### src/framed_packet_receiver_macros.svh
// Assertion macros shared by the framed packet receiver RTL.
`ifndef FRAMED_PACKET_RECEIVER_MACROS_SVH
`define FRAMED_PACKET_RECEIVER_MACROS_SVH

// Same-cycle implication, disabled during reset.
`define FPR_ASSERT_IMPLIES(label, clk, rst, ante, cons) \
   label: assert property (@(posedge clk) disable iff (rst) (ante) |-> (cons)) \
      else $error("framed_packet_receiver: assertion failed");

// Next-cycle implication, disabled during reset.
`define FPR_ASSERT_NEXT(label, clk, rst, ante, cons) \
   label: assert property (@(posedge clk) disable iff (rst) (ante) |=> (cons)) \
      else $error("framed_packet_receiver: assertion failed");

`endif

### src/fpr_pkg.sv
// Shared constants and types of the framed packet receiver.
package fpr_pkg;

   localparam int FRAME_BYTES = 32;
   localparam int MAX_RESULTS = 24;
   localparam int MIN_LENGTH  = 6;
   localparam int LEN_CAP     = ((FRAME_BYTES - 2) < (MAX_RESULTS + MIN_LENGTH)) ?
                                (FRAME_BYTES - 2) : (MAX_RESULTS + MIN_LENGTH);
   localparam int DATA_BASE   = 5;
   localparam int CNT_W       = $clog2(FRAME_BYTES);
   localparam int BYTE_W      = 8;
   localparam int PIDX_W      = 5;
   localparam int SUM_W       = 16;
   localparam int CSR_IDX_W   = 4;

   localparam logic [CSR_IDX_W-1:0] REG_START_CODE = CSR_IDX_W'(0);
   localparam logic [CSR_IDX_W-1:0] REG_END_CODE   = CSR_IDX_W'(1);

   localparam logic [BYTE_W-1:0] START_CODE_RESET = 8'hAA;
   localparam logic [BYTE_W-1:0] END_CODE_RESET   = 8'h55;

   typedef struct packed {
      logic req_ready;
      logic clear;
      logic store;
      logic emit_err;
      logic emit_nodata;
      logic rd_clear;
      logic rd_issue;
      logic emit_data;
   } cmd_type;

   typedef struct packed {
      logic is_start;
      logic is_end;
      logic count_zero;
      logic count_eq_len;
      logic len_bad;
      logic sum_ok;
      logic nd_zero;
      logic k_last;
      logic out_free;
   } status_type;

   typedef struct packed {
      logic              status;
      logic [BYTE_W-1:0] frame_type;
      logic [BYTE_W-1:0] frame_addr;
      logic [BYTE_W-1:0] function_code;
      logic              has_data;
      logic [BYTE_W-1:0] payload_byte;
      logic [PIDX_W-1:0] payload_index;
      logic              last;
   } rsp_item_type;

endpackage

### src/fpr_req_if.sv
// Input byte channel of the framed packet receiver.
interface fpr_req_if import fpr_pkg::*; ();
   logic              valid;
   logic              ready;
   logic [BYTE_W-1:0] rx_byte;

   modport source (output valid, output rx_byte, input ready);
   modport sink (input valid, input rx_byte, output ready);
endinterface

### src/fpr_rsp_if.sv
// Result channel of the framed packet receiver.
interface fpr_rsp_if import fpr_pkg::*; ();
   logic              valid;
   logic              ready;
   logic              status;
   logic [BYTE_W-1:0] frame_type;
   logic [BYTE_W-1:0] frame_addr;
   logic [BYTE_W-1:0] function_code;
   logic              has_data;
   logic [BYTE_W-1:0] payload_byte;
   logic [PIDX_W-1:0] payload_index;
   logic              last;

   modport source (output valid, output status, output frame_type, output frame_addr,
                   output function_code, output has_data, output payload_byte,
                   output payload_index, output last, input ready);
   modport sink (input valid, input status, input frame_type, input frame_addr,
                 input function_code, input has_data, input payload_byte,
                 input payload_index, input last, output ready);
endinterface

### src/fpr_csr_if.sv
// Configuration write channel of the framed packet receiver.
interface fpr_csr_if import fpr_pkg::*; ();
   logic                 valid;
   logic                 ready;
   logic [CSR_IDX_W-1:0] index;
   logic [BYTE_W-1:0]    data;

   modport source (output valid, output index, output data, input ready);
   modport sink (input valid, input index, input data, output ready);
endinterface

### src/framed_packet_receiver.sv
// Framed packet receiver top level: controller, datapath and channel hookup.
// Results: a single result is registered in the cycle after the frame's end byte;
// data results are registered after the READ and LOAD states that read the frame store.
// Throughput: one byte a cycle in receive, but an end byte waits for a free output;
// data results wait on the registered frame store read; no bytes are taken meanwhile.
// Reset: synchronous, active high; the block hunts and the codes return to 0xAA / 0x55.
module framed_packet_receiver import fpr_pkg::*; (
   input  logic      clock,
   input  logic      reset,
   fpr_req_if.sink   req_bus,
   fpr_rsp_if.source rsp_bus,
   fpr_csr_if.sink   csr_bus
);

`include "framed_packet_receiver_macros.svh"

   cmd_type      cmd;
   status_type   stat;
   rsp_item_type rsp_item;

   fpr_ctrl u_ctrl (
      .clock     (clock),
      .reset     (reset),
      .req_valid (req_bus.valid),
      .stat      (stat),
      .cmd       (cmd)
   );

   fpr_datapath u_datapath (
      .clock     (clock),
      .reset     (reset),
      .cmd       (cmd),
      .stat      (stat),
      .rx_byte   (req_bus.rx_byte),
      .csr_write (csr_bus.valid),
      .csr_index (csr_bus.index),
      .csr_data  (csr_bus.data),
      .rsp_ready (rsp_bus.ready),
      .rsp_valid (rsp_bus.valid),
      .rsp_item  (rsp_item)
   );

   assign req_bus.ready         = cmd.req_ready;
   assign csr_bus.ready         = 1'b1;
   assign rsp_bus.status        = rsp_item.status;
   assign rsp_bus.frame_type    = rsp_item.frame_type;
   assign rsp_bus.frame_addr    = rsp_item.frame_addr;
   assign rsp_bus.function_code = rsp_item.function_code;
   assign rsp_bus.has_data      = rsp_item.has_data;
   assign rsp_bus.payload_byte  = rsp_item.payload_byte;
   assign rsp_bus.payload_index = rsp_item.payload_index;
   assign rsp_bus.last          = rsp_item.last;

   `FPR_ASSERT_IMPLIES(a_no_accept_while_reading, clock, reset, cmd.rd_issue, !req_bus.ready)
   `FPR_ASSERT_IMPLIES(a_error_is_single, clock, reset, rsp_bus.valid && rsp_bus.status, rsp_bus.last && !rsp_bus.has_data)
   `FPR_ASSERT_IMPLIES(a_nodata_is_last, clock, reset, rsp_bus.valid && !rsp_bus.has_data, rsp_bus.last)
   `FPR_ASSERT_NEXT(a_read_then_load, clock, reset, cmd.rd_issue, !cmd.rd_issue && !req_bus.ready)

endmodule

### src/fpr_ram.sv
// Generic single-write, single-read RAM with registered read data.
module fpr_ram #(
   parameter int WIDTH = 8,
   parameter int DEPTH = 32
) (
   input  logic                     clock,
   input  logic                     we,
   input  logic [$clog2(DEPTH)-1:0] waddr,
   input  logic [WIDTH-1:0]         wdata,
   input  logic                     re,
   input  logic [$clog2(DEPTH)-1:0] raddr,
   output logic [WIDTH-1:0]         rdata
);

   logic [WIDTH-1:0] mem_ff [DEPTH];
   logic [WIDTH-1:0] rdata_ff;

   always_ff @(posedge clock) begin
      if (we) begin
         mem_ff[waddr] <= wdata;
      end
      if (re) begin
         rdata_ff <= mem_ff[raddr];
      end
   end

   assign rdata = rdata_ff;

endmodule

### src/fpr_ctrl.sv
// Frame controller state machine of the framed packet receiver.
module fpr_ctrl import fpr_pkg::*; (
   input  logic       clock,
   input  logic       reset,
   input  logic       req_valid,
   input  status_type stat,
   output cmd_type    cmd
);

   localparam logic [1:0] S_HUNT = 2'd0;
   localparam logic [1:0] S_RECV = 2'd1;
   localparam logic [1:0] S_READ = 2'd2;
   localparam logic [1:0] S_LOAD = 2'd3;

   logic [1:0] state_ff;
   logic [1:0] state_in;
   logic       close_pending;
   logic       accept;

   always_comb begin
      cmd           = '0;
      state_in      = state_ff;
      close_pending = !stat.count_zero && stat.count_eq_len;
      accept        = 1'b0;
      case (state_ff)
         S_HUNT: begin
            cmd.req_ready = 1'b1;
            if (req_valid && stat.is_start) begin
               cmd.clear = 1'b1;
               state_in  = S_RECV;
            end
         end
         S_RECV: begin
            cmd.req_ready = !close_pending || stat.out_free;
            accept        = req_valid && cmd.req_ready;
            if (accept) begin
               if (close_pending && stat.is_end) begin
                  cmd.clear = 1'b1;
                  if (!stat.sum_ok) begin
                     cmd.emit_err = 1'b1;
                     state_in     = S_HUNT;
                  end else if (stat.nd_zero) begin
                     cmd.emit_nodata = 1'b1;
                     state_in        = S_HUNT;
                  end else begin
                     cmd.rd_clear = 1'b1;
                     state_in     = S_READ;
                  end
               end else if (close_pending) begin
                  cmd.clear = 1'b1;
                  state_in  = S_HUNT;
               end else if (stat.count_zero && stat.len_bad) begin
                  cmd.clear = 1'b1;
                  state_in  = S_HUNT;
               end else begin
                  cmd.store = 1'b1;
               end
            end
         end
         S_READ: begin
            cmd.rd_issue = 1'b1;
            state_in     = S_LOAD;
         end
         S_LOAD: begin
            if (stat.out_free) begin
               cmd.emit_data = 1'b1;
               state_in      = stat.k_last ? S_HUNT : S_READ;
            end
         end
         default: begin
            state_in = S_HUNT;
         end
      endcase
   end

   always_ff @(posedge clock) begin
      if (reset) begin
         state_ff <= S_HUNT;
      end else begin
         state_ff <= state_in;
      end
   end

endmodule

### src/fpr_datapath.sv
// Frame datapath: counters, checksum, header capture, frame store and result register.
module fpr_datapath import fpr_pkg::*; (
   input  logic                 clock,
   input  logic                 reset,
   input  cmd_type              cmd,
   output status_type           stat,
   input  logic [BYTE_W-1:0]    rx_byte,
   input  logic                 csr_write,
   input  logic [CSR_IDX_W-1:0] csr_index,
   input  logic [BYTE_W-1:0]    csr_data,
   input  logic                 rsp_ready,
   output logic                 rsp_valid,
   output rsp_item_type         rsp_item
);

   logic [BYTE_W-1:0] start_ff, start_in;
   logic [BYTE_W-1:0] end_ff, end_in;
   logic [CNT_W-1:0]  count_ff, count_in;
   logic [CNT_W-1:0]  len_ff, len_in;
   logic [SUM_W-1:0]  sum_ff, sum_in;
   logic [BYTE_W-1:0] type_ff, type_in;
   logic [BYTE_W-1:0] addr_ff, addr_in;
   logic [BYTE_W-1:0] func_ff, func_in;
   logic [BYTE_W-1:0] ck_hi_ff, ck_hi_in;
   logic [BYTE_W-1:0] ck_lo_ff, ck_lo_in;
   logic [PIDX_W-1:0] k_ff, k_in;
   logic              out_valid_ff, out_valid_in;
   rsp_item_type      out_ff, out_in;

   logic [CNT_W:0]    new_count;
   logic [CNT_W-1:0]  len_eff;
   logic              sum_add;
   logic [CNT_W-1:0]  raddr;
   logic [BYTE_W-1:0] rdata;

   assign new_count = {1'b0, count_ff} + (CNT_W+1)'(1);
   assign len_eff   = (count_ff == '0) ? rx_byte[CNT_W-1:0] : len_ff;
   assign sum_add   = ((CNT_W+2)'(new_count) + (CNT_W+2)'(2)) <= (CNT_W+2)'(len_eff);
   assign raddr     = CNT_W'(DATA_BASE) + CNT_W'(k_ff);

   always_comb begin
      stat.is_start     = rx_byte == start_ff;
      stat.is_end       = rx_byte == end_ff;
      stat.count_zero   = count_ff == '0;
      stat.count_eq_len = count_ff == len_ff;
      stat.len_bad      = (rx_byte < BYTE_W'(MIN_LENGTH)) || (rx_byte > BYTE_W'(LEN_CAP));
      stat.sum_ok       = sum_ff == {ck_hi_ff, ck_lo_ff};
      stat.nd_zero      = len_ff == CNT_W'(MIN_LENGTH);
      stat.k_last       = ((CNT_W+1)'(k_ff) + (CNT_W+1)'(MIN_LENGTH + 1)) ==
                          (CNT_W+1)'(len_ff);
      stat.out_free     = !out_valid_ff || rsp_ready;
   end

   always_comb begin
      start_in     = start_ff;
      end_in       = end_ff;
      count_in     = count_ff;
      len_in       = len_ff;
      sum_in       = sum_ff;
      type_in      = type_ff;
      addr_in      = addr_ff;
      func_in      = func_ff;
      ck_hi_in     = ck_hi_ff;
      ck_lo_in     = ck_lo_ff;
      k_in         = k_ff;
      out_valid_in = out_valid_ff;
      out_in       = out_ff;

      if (csr_write) begin
         case (csr_index)
            REG_START_CODE: start_in = csr_data;
            REG_END_CODE:   end_in   = csr_data;
            default: begin
            end
         endcase
      end

      if (cmd.clear) begin
         count_in = '0;
         sum_in   = '0;
      end else if (cmd.store) begin
         count_in = new_count[CNT_W-1:0];
         ck_hi_in = ck_lo_ff;
         ck_lo_in = rx_byte;
         if (count_ff == '0) begin
            len_in = rx_byte[CNT_W-1:0];
         end
         if (sum_add) begin
            sum_in = sum_ff + SUM_W'(rx_byte);
         end
         if (new_count == (CNT_W+1)'(2)) begin
            type_in = rx_byte;
         end
         if (new_count == (CNT_W+1)'(3)) begin
            addr_in = rx_byte;
         end
         if (new_count == (CNT_W+1)'(4)) begin
            func_in = rx_byte;
         end
      end

      if (cmd.rd_clear) begin
         k_in = '0;
      end else if (cmd.emit_data) begin
         k_in = k_ff + PIDX_W'(1);
      end

      if (rsp_ready) begin
         out_valid_in = 1'b0;
      end
      if (cmd.emit_err) begin
         out_valid_in = 1'b1;
         out_in       = '0;
         out_in.status = 1'b1;
         out_in.last   = 1'b1;
      end else if (cmd.emit_nodata) begin
         out_valid_in         = 1'b1;
         out_in               = '0;
         out_in.frame_type    = type_ff;
         out_in.frame_addr    = addr_ff;
         out_in.function_code = func_ff;
         out_in.last          = 1'b1;
      end else if (cmd.emit_data) begin
         out_valid_in         = 1'b1;
         out_in.status        = 1'b0;
         out_in.frame_type    = type_ff;
         out_in.frame_addr    = addr_ff;
         out_in.function_code = func_ff;
         out_in.has_data      = 1'b1;
         out_in.payload_byte  = rdata;
         out_in.payload_index = k_ff;
         out_in.last          = stat.k_last;
      end
   end

   always_ff @(posedge clock) begin
      if (reset) begin
         start_ff     <= START_CODE_RESET;
         end_ff       <= END_CODE_RESET;
         count_ff     <= '0;
         len_ff       <= '0;
         sum_ff       <= '0;
         k_ff         <= '0;
         out_valid_ff <= 1'b0;
      end else begin
         start_ff     <= start_in;
         end_ff       <= end_in;
         count_ff     <= count_in;
         len_ff       <= len_in;
         sum_ff       <= sum_in;
         k_ff         <= k_in;
         out_valid_ff <= out_valid_in;
      end
   end

   always_ff @(posedge clock) begin
      type_ff  <= type_in;
      addr_ff  <= addr_in;
      func_ff  <= func_in;
      ck_hi_ff <= ck_hi_in;
      ck_lo_ff <= ck_lo_in;
      out_ff   <= out_in;
   end

   fpr_ram #(
      .WIDTH (BYTE_W),
      .DEPTH (FRAME_BYTES)
   ) u_store (
      .clock (clock),
      .we    (cmd.store),
      .waddr (new_count[CNT_W-1:0]),
      .wdata (rx_byte),
      .re    (cmd.rd_issue),
      .raddr (raddr),
      .rdata (rdata)
   );

   assign rsp_valid = out_valid_ff;
   assign rsp_item  = out_ff;

endmodule

### src/flat_wrapper.sv
// flat-port wrapper written by rule: the top's interface ports become plain ports
module framed_packet_receiver_flat import fpr_pkg::*;
  (clock, reset, req_bus_valid, req_bus_rx_byte, req_bus_ready, rsp_bus_valid, rsp_bus_status, rsp_bus_frame_type, rsp_bus_frame_addr, rsp_bus_function_code, rsp_bus_has_data, rsp_bus_payload_byte, rsp_bus_payload_index, rsp_bus_last, rsp_bus_ready, csr_bus_valid, csr_bus_index, csr_bus_data, csr_bus_ready);
  fpr_req_if req_bus_i ();
  fpr_rsp_if rsp_bus_i ();
  fpr_csr_if csr_bus_i ();
  input  logic clock;
  input  logic reset;
  input wire logic [$bits(req_bus_i.valid)-1:0] req_bus_valid;
  input wire logic [$bits(req_bus_i.rx_byte)-1:0] req_bus_rx_byte;
  output wire logic [$bits(req_bus_i.ready)-1:0] req_bus_ready;
  output wire logic [$bits(rsp_bus_i.valid)-1:0] rsp_bus_valid;
  output wire logic [$bits(rsp_bus_i.status)-1:0] rsp_bus_status;
  output wire logic [$bits(rsp_bus_i.frame_type)-1:0] rsp_bus_frame_type;
  output wire logic [$bits(rsp_bus_i.frame_addr)-1:0] rsp_bus_frame_addr;
  output wire logic [$bits(rsp_bus_i.function_code)-1:0] rsp_bus_function_code;
  output wire logic [$bits(rsp_bus_i.has_data)-1:0] rsp_bus_has_data;
  output wire logic [$bits(rsp_bus_i.payload_byte)-1:0] rsp_bus_payload_byte;
  output wire logic [$bits(rsp_bus_i.payload_index)-1:0] rsp_bus_payload_index;
  output wire logic [$bits(rsp_bus_i.last)-1:0] rsp_bus_last;
  input wire logic [$bits(rsp_bus_i.ready)-1:0] rsp_bus_ready;
  input wire logic [$bits(csr_bus_i.valid)-1:0] csr_bus_valid;
  input wire logic [$bits(csr_bus_i.index)-1:0] csr_bus_index;
  input wire logic [$bits(csr_bus_i.data)-1:0] csr_bus_data;
  output wire logic [$bits(csr_bus_i.ready)-1:0] csr_bus_ready;
  assign req_bus_i.valid = req_bus_valid;
  assign req_bus_i.rx_byte = req_bus_rx_byte;
  assign req_bus_ready = req_bus_i.ready;
  assign rsp_bus_valid = rsp_bus_i.valid;
  assign rsp_bus_status = rsp_bus_i.status;
  assign rsp_bus_frame_type = rsp_bus_i.frame_type;
  assign rsp_bus_frame_addr = rsp_bus_i.frame_addr;
  assign rsp_bus_function_code = rsp_bus_i.function_code;
  assign rsp_bus_has_data = rsp_bus_i.has_data;
  assign rsp_bus_payload_byte = rsp_bus_i.payload_byte;
  assign rsp_bus_payload_index = rsp_bus_i.payload_index;
  assign rsp_bus_last = rsp_bus_i.last;
  assign rsp_bus_i.ready = rsp_bus_ready;
  assign csr_bus_i.valid = csr_bus_valid;
  assign csr_bus_i.index = csr_bus_index;
  assign csr_bus_i.data = csr_bus_data;
  assign csr_bus_ready = csr_bus_i.ready;
  framed_packet_receiver u_core (.clock(clock), .reset(reset), .req_bus(req_bus_i), .rsp_bus(rsp_bus_i), .csr_bus(csr_bus_i));
endmodule
### config.mk
export PLATFORM = sky130hd
export DESIGN_NAME = framed_packet_receiver_flat
export DESIGN_NICKNAME = d
export VERILOG_FILES = /design/src/fpr_pkg.sv /design/src/fpr_req_if.sv /design/src/fpr_rsp_if.sv /design/src/fpr_csr_if.sv /design/src/framed_packet_receiver.sv /design/src/fpr_ram.sv /design/src/fpr_ctrl.sv /design/src/fpr_datapath.sv /design/src/flat_wrapper.sv
export VERILOG_INCLUDE_DIRS = /design/src /design/src/src
export SDC_FILE = /design/constraint.sdc
export NUM_CORES = 1
export LEC_CHECK = 0
export BUFFER_PORTS_ARGS = -buffer_cell sky130_fd_sc_hd__buf_2
export CORE_MARGIN = 2
export CORE_UTILIZATION = 40
export CTS_CLUSTER_SIZE = 28
export DETAILED_ROUTE_END_ITERATION = 10
export PLACE_DENSITY = 0.53
export SLEW_MARGIN = 20
export SYNTH_ARGS = -nofsm -noshare
export SYNTH_HDL_FRONTEND = slang
export SYNTH_HIERARCHICAL = 1
export SYNTH_SLANG_ARGS = --single-unit
### constraint.sdc
create_clock -name clock -period 3.8 [get_ports clock]
set_input_delay 0.19 -clock clock [delete_from_list [all_inputs] [get_ports clock]]
set_output_delay 0.19 -clock clock [all_outputs]
set_load 0.03 [all_outputs]
==> results of run 1 <==
==> logic make-up (layout without fill, tap and decap cells) <==
| logic type | count (synthesis) | after routing |
|---|---|---|
| DFF | 394 | 394 |
| and+or+nand+nor | 255 | 255 |
| muxes | 123 | 123 |
| AOI/OAI and AO/OA | 88 | 88 |
| xor gates and xnor gates | 67 | 67 |
| buffers and inverters | 64 | 227 |
| adders and majority gates | 22 | 22 |
| other | 1 | 3 |
==> what timing repair did <==
action | 4_1_cts | 5_1_grt
hold buffers | 9 | 0
gates resized for setup | 0 | 0
endpoints found under the hold margin | 16 | 0
endpoints found under the setup margin | 0 | 0
setup buffers | 0 | 0
==> layout make-up <==
| type | instances | area share |
|---|---|---|
| Tap cell | 525 | 0.0348 |
| Timing Repair Buffer | 135 | 0.0482 |
| Multi-Input combinational cell | 556 | 0.263 |
| Clock inverter | 17 | 0.00617 |
| Antenna cell | 2 | 0.000265 |
| Clock buffer | 62 | 0.0652 |
| Inverter | 13 | 0.00272 |
| Sequential cell | 394 | 0.579 |
==> cells in the final DEF (no fill, tap or decap), drive strengths merged, types with 9 or more instances in the layout <==
master / count
nor3: 11
xnor2: 50
nand4: 13
dlygate4sd3: 9
clkinv: 13
nor2: 87
clkbuf: 62
edfxtp: 304
nand3: 16
o21ai: 12
or3: 9
mux4: 80
nand2: 65
buf: 126
dfxtp: 90
xor2: 17
a21oi: 40
inv: 13
a211o: 9
ha: 21
mux2: 9
and3: 9
mux2i: 34
==> worst min path at each step <==
| stage | start | endpoint | slack [ns] | cells after the start |
|---|---|---|---|---|
| 2_1_floorplan | reset | u_core/u_ctrl/state_ff[1] | 0.25 | 1 |
| 3_3_place_gp | csr_bus_data[7] | u_core/u_datapath/start_ff[7] | 0.42 | 2 |
| 3_5_place_dp | csr_bus_data[7] | u_core/u_datapath/start_ff[7] | 0.42 | 2 |
| 4_1_cts | csr_bus_index[0] | u_core/u_datapath/end_ff[0] | 0.02 | 3 |
| 5_1_grt | req_bus_rx_byte[0] | u_core/u_datapath/ck_lo_ff[0] | 0.05 | 1 |
| 6_report | csr_bus_index[0] | u_core/u_datapath/end_ff[0] | 0.05 | 3 |
==> state kept, by name (all words and copies together) (netlist names), 5 cells and up <==
register / cells
u_core/u_datapath/addr_ff: 8
u_core/u_datapath/end_ff: 8
u_core/u_datapath/ck_lo_ff: 8
u_core/u_datapath/count_ff: 5
u_core/u_datapath/type_ff: 8
u_core/u_datapath/rsp_item: 40
u_core/u_datapath/u_store/mem_ff: 256
u_core/u_datapath/ck_hi_ff: 8
u_core/u_datapath/start_ff: 8
u_core/u_datapath/func_ff: 8
u_core/u_datapath/u_store/rdata: 8
u_core/u_datapath/k_ff: 5
u_core/u_datapath/len_ff: 5
u_core/u_datapath/sum_ff: 16
==> worst reg2reg max path: cells and delay by family, from the launching register on <==
kind | cells | cell delay, ns
simple gates | 6 | 1.85
compound gates | 1 | 0.22
fa+ha+maj | 1 | 0.24
buf+inv | 1 | 0.19
flops | 1 | 0.53
==> metal layers <==
metal  vias up  share of wire  wire (µm)  global-route usage
met5         -              0          0                   0
met3        51          0.048       1830              0.0336
met2       182           0.48      18200               0.302
li1       4137              -          -                   -
met1      4495           0.45      17100               0.260
met4         0          0.021        789              0.0542
==> per-stage QoR <==
stage               instance area (µm²)  TNS (ns)
detailed placement                17400    -15.53
CTS                               18900         0
global route                      18900         0
finish                            18900         0
floorplan                         16200         0
global placement                  17400     -2.32
==> where the power goes <==
group	internal, W	leakage, nW	switching, W	total [W]
Combinational	0.0000459	2.46	0.000116	0.000162
Clock	0.00232	0.655	0.00164	0.00396
Sequential	0.00463	3.46	0.00000203	0.00463
Total	0.00700	6.58	0.00176	0.00875
==> out/qor.csv, run 1 <==
stage;metric;value;unit
synthesis;compound-cell area share of the yosys netlist;0.0361;
synthesis;Post-Synth Simple-Gate Area;0.0764;
global_route;global-route wire length before repair;57600;µm
floorplanning;Die Height;205;µm
place;DP HPWL;24400;µm
power_and_ir_drop;worst vdd ir;0.298;mV
synthesis;Synth cell types;61;
power_and_ir_drop;pwr dens;464;mW/mm²
drt;antenna-violating nets left;0;
synthesis;Syn Area/Cell;16.0;µm²
drt;drt wl/cell;22.3;µm
timing;worst setup margin;0.383;ns
global_route;gr ovfl total;0;
global_route;overall routing resource usage;0.187;
layout;share of layout cells above drive strength 1;0.257;
worst_setup_path;crit-path leading delay family;simple AND/OR/NAND/NOR gates;
timing;RSZ-0062 raised after global routing;no;
worst_setup_path;CP required;4.01;ns
layout;Area Growth Syn to Fin;16.6;%
timing;Clock Skew;0.0201;ns
synthesis;top cell type's share of synthesized area;0.564;
timing;slew of the pin with the lowest slew margin;1.01;ns
synthesis;most common cell in the synthesized netlist;edfxtp_1;
layout;Core Util, Final;0.474;
worst_setup_path;CP Launch Point;req_bus_rx_byte[5];
synthesis;fraction of synthesized area in multiplexers;0.139;
place;total placed cells including tap cells;1614;
floorplanning;initial core utilization;0.406;
worst_hold_path;Min-Delay Path Class;in2reg;
timing;crit path time final;3.42;ns
synthesis;Area contributors post-synth;edfxtp_1 (56%), dfxtp_1 (11%), mux4_2 (11%), xnor2_1 (2.7%), mux2i_1 (2.1%);
global_route;pin count of the biggest net entering global routing;65;
drt;Pre-antenna DRT Iters;5;
drt;Via density;5.20;
worst_setup_path;crit path cell chain;buf_2 -> nor3_1 -> o311ai_0 -> a21bo_2 -> nor3b_1 -> nor2b_2 -> nand2b_1 -> nor4_1 -> and2_1;
worst_setup_path;CP max stage cell;nor3_1;
synthesis;Synthesis Warnings;6;
timing;slew margin rel.;0.321;
job;Max-Cap Viols;0;
power_and_ir_drop;Pleak;6.58;nW
synthesis;Synth top cells by count;edfxtp_1 (304), dfxtp_1 (90), nor2_1 (87), mux4_2 (80), nand2_1 (64);
clocking;TritonCTS buffer count;43;
layout;area occupied by multi-input gates;0.00497;mm²
layout;Non-Filler Instances;1704;
global_route;via count of the first global-routing pass;9157;
worst_setup_path;CP peak stage delay;0.79;ns
worst_setup_path;crit start category;input port;
worst_setup_path;Crit Path Category;in2reg;
clocking;CTS sink cnt;394;
synthesis;Cell Area, Synth;0.0162;mm²
synthesis;fraction of synthesized cell area in xor and xnor cells;0.0363;
drt;Initial DRC Count;559;
floorplanning;Core Area;0.0398;mm²
clocking;Clock Pin Slew Worst Setup and Hold Paths;0.06;ns
synthesis;adder-cell share of the synthesized area;0.0175;
clocking;CTS tree;yes;
place;Port Buffers;66;
timing;WHS;0.0472;ns
synthesis;Synth async-reset ratio;0;
synthesis;number of synthesized flops with an enable pin;304;
synthesis;Synth Register Bits;394;
synthesis;top_reg_cell synth;edfxtp_1;
worst_setup_path;internal reg-to-reg setup slack;0.44;ns
worst_setup_path;worst-path fanout max;8;
drt;# DRC;0;
clocking;H-tree Lvls;2;
power_and_ir_drop;Tot Pwr;0.00875;W
layout;register area;0.0109;mm²
worst_setup_path;Critical Path Sink;u_core/u_datapath/addr_ff[6];
synthesis;Post-Synthesis Net Count;1061;
timing;Fmax achieved;0.293;GHz
layout;NumNets Final;1190;
synthesis;Cells after Synth;1014;
worst_setup_path;CP Capture Type;flop;
timing;Slew Limit Fails;0;
worst_setup_path;CP Buf/Inv Count;1;
worst_setup_path;Critical R2R Launch;u_core/u_datapath/count_ff[0];
worst_setup_path;critical path arrival;3.63;ns
clocking;later-pin clock latency in the skew report;0.56;ns
timing;# setup viols final;0;
drt;sum of routed wire length over all layers;38000;µm
worst_setup_path;r2r endpoint;u_core/u_datapath/addr_ff[6];
clocking;maximum root-to-sink buffer count;3;
timing;fin crit share;0.899;
run_status;outcome;completed;
layout;number of fill cells;3552;
synthesis;Synth area leader;edfxtp_1;
floorplanning;Ports;68;
timing;Hold Vio Cnt, Final;0;
drt;total number of vias;8865;
worst_setup_path;worst reg2reg path depth;9;
synthesis;largest family of logic cells by synthesized area;multiplexers;
place;Final Wtd Congestion;0.802;
clocking;clk root buf;clkbuf_16;
place;dpl ws;-0.290;ns
floorplanning;Die Width;205;µm
synthesis;post-synthesis sequential area ratio;0.676;
global_route;initial antenna violation count;1;
floorplanning;Site Rows;73;
floorplanning;die area;0.0421;mm²
worst_setup_path;Crit path depth;9;
Note: power is estimated with default switching activity, not from simulation.
==> inputs of run 2 (changes only) <==
==> constraint.sdc (replaced) <==
create_clock -name clock -period 3.8 [get_ports clock]
set_input_delay 0.57 -clock clock [delete_from_list [all_inputs] [get_ports clock]]
set_output_delay 0.57 -clock clock [all_outputs]
set_load 0.03 [all_outputs]
==> out/qor.csv, run 2 (same netlist as run 1, synthesis figures left out) <==
stage;metric;value;unit;change
run_status;outcome;completed;;
timing;slew of the pin with the lowest slew margin;1.12;ns;+0.110 ns
clocking;Clock Pin Slew Worst Setup and Hold Paths;0.06;ns;about the same
clocking;CTS resizes;0;;unchanged
layout;NumNets Final;1188;;-0.17%
floorplanning;Site Rows;73;;unchanged
worst_setup_path;critical path arrival;3.79;ns;+0.16 ns
global_route;via count of the first global-routing pass;9098;;-0.64%
job;Max-Cap Viols;0;;unchanged
place;DP HPWL;24500;µm;+0.36%
drt;Pre-antenna DRT Iters;5;;unchanged
global_route;overall routing resource usage;0.185;;-0.00235
global_route;initial antenna violation count;1;;unchanged
worst_hold_path;Min-Delay Path Class;in2reg;;
timing;# setup viols final;0;;unchanged
timing;Slew Limit Fails;0;;unchanged
timing;Hold Vio Cnt, Final;0;;unchanged
floorplanning;Die Height;205;µm;unchanged
drt;sum of routed wire length over all layers;37700;µm;-0.58%
layout;register with the most flip-flops;u_core/u_datapath/u_store/mem_ff;;
timing;slew margin rel.;0.251;;-0.0709
clocking;TritonCTS buffer count;43;;unchanged
layout;Non-Filler Instances;1700;;-0.23%
worst_setup_path;crit path cell chain;ha_1 -> nand3_1 -> xnor2_1 -> xnor2_1 -> ha_1 -> nor2_1 -> a31oi_1 -> o31ai_4 -> o211ai_1 -> or4_1 -> nand2_1;;
power_and_ir_drop;worst vdd ir;0.292;mV;-1.8%
clocking;CTS tree;yes;;
worst_setup_path;worst-path fanout max;9;;+1
timing;RSZ-0062 raised after global routing;no;;
drt;Via density;5.27;;+1.4%
floorplanning;Core Area;0.0398;mm²;unchanged
layout;share of layout cells above drive strength 1;0.266;;+0.00832
timing;Fmax achieved;0.302;GHz;+3.3%
timing;crit path time final;3.31;ns;-0.110 ns
floorplanning;initial core utilization;0.406;;unchanged
clocking;CTS Hold Buffers Added;0;;-9
layout;Area Growth Syn to Fin;16.7;%;
worst_setup_path;CP required;4.28;ns;+0.27 ns
timing;Setup TNS;0;ns;unchanged
clocking;clk root buf;clkbuf_16;;
clocking;CTS sink cnt;394;;unchanged
place;Port Buffers;66;;unchanged
clocking;postcts setup bufs;0;;unchanged
floorplanning;Ports;68;;unchanged
timing;worst setup margin;0.493;ns;+0.110 ns
global_route;gr ovfl total;0;;unchanged
floorplanning;die area;0.0421;mm²;unchanged
timing;fin crit share;0.870;;-0.0289
drt;# DRC;0;;unchanged
layout;commonest non-fill, non-tap cell in the layout;edfxtp_1;;
place;dpl ws;0.347;ns;+0.637 ns
clocking;H-tree Lvls;2;;unchanged
timing;WHS;0.261;ns;+0.214 ns
worst_setup_path;crit-path leading delay family;XOR/XNOR gates;;
worst_setup_path;CP Buf/Inv Count;0;;-1
clocking;maximum root-to-sink buffer count;3;;unchanged
worst_setup_path;CP peak stage delay;0.69;ns;-0.10 ns
power_and_ir_drop;Pleak;6.60;nW;+0.39%
floorplanning;Die Width;205;µm;unchanged
worst_setup_path;CP max stage cell;xnor2_1;;
place;Final Wtd Congestion;0.784;;-2.2%
global_route;global-route wire length before repair;57200;µm;-0.66%
worst_setup_path;crit start category;flop;;
global_route;pin count of the biggest net entering global routing;65;;unchanged
drt;Initial DRC Count;646;;+16%
place;total placed cells including tap cells;1621;;+0.43%
timing;Clock Skew;0.0234;ns;+0.00327 ns
drt;drt wl/cell;22.2;µm;-0.35%
layout;most frequent cells in the layout;edfxtp_1 (304), dfxtp_1 (90), nor2_1 (87), mux4_2 (80), buf_2 (66);;
clocking;later-pin clock latency in the skew report;0.55;ns;about the same
drt;total number of vias;8966;;+1.1%
worst_setup_path;CP Capture Type;flop;;
layout;number of flip-flops in the largest register;256;;unchanged
worst_setup_path;Crit Path Category;reg2reg;;
power_and_ir_drop;pwr dens;467;mW/mm²;+0.58%
drt;antenna-violating nets left;0;;unchanged
-- run 2: metal layers --
metal | GRT usage | routed length, µm | vias to the layer above
li1 | - | - | 4136
met1 | 0.263 | 17200 | 4601
met2 | 0.296 | 18200 | 178
met3 | 0.0305 | 1540 | 49
met4 | 0.0493 | 732 | 2
met5 | 0 | 12 | -
-- run 2: through the flow --
stage	instance area (µm²)	power, W	util
final	18900	0.00881	0.474
after global routing	18900	0.00910	0.474
after CTS	18900	0.00893	0.474
after detailed placement	17500	0.00488	0.439
after global placement	17500	0.00488	0.439
after floorplan	16200	0.00477	-
-- run 2: report_power, final --
part | internal, W | switching, W | leakage (nW)
Combinational | 0.0000418 | 0.000112 | 2.47
Sequential | 0.00463 | 0.00000210 | 3.46
Clock | 0.00238 | 0.00165 | 0.679
Total | 0.00705 | 0.00177 | 6.60
-- run 2: worst paths after layout --
path                                                      from                        endpoint  slack (ns)  cells past startpoint
worst max-delay path             u_core/u_datapath/count_ff[0]    u_core/u_datapath/sum_ff[10]        0.49                     11
worst min-delay path                           csr_bus_data[1]   u_core/u_datapath/start_ff[1]        0.26                      2
worst max register to register   u_core/u_datapath/count_ff[0]    u_core/u_datapath/sum_ff[10]        0.49                     11
worst min register to register  u_core/u_datapath/rsp_item[35]  u_core/u_datapath/rsp_item[35]        0.44                      2
-- run 2: cell type report --
| cell class | instances | area [µm²] |
|---|---|---|
| antenna | 1 | 2.50 |
| clock buffer | 63 | 1260 |
| clock inverter | 15 | 120 |
| fill | 3538 | 20900 |
| inverter | 13 | 51.3 |
| multi-input combinational | 556 | 4970 |
| sequential | 394 | 10900 |
| tap | 525 | 657 |
| timing repair buffer | 133 | 896 |
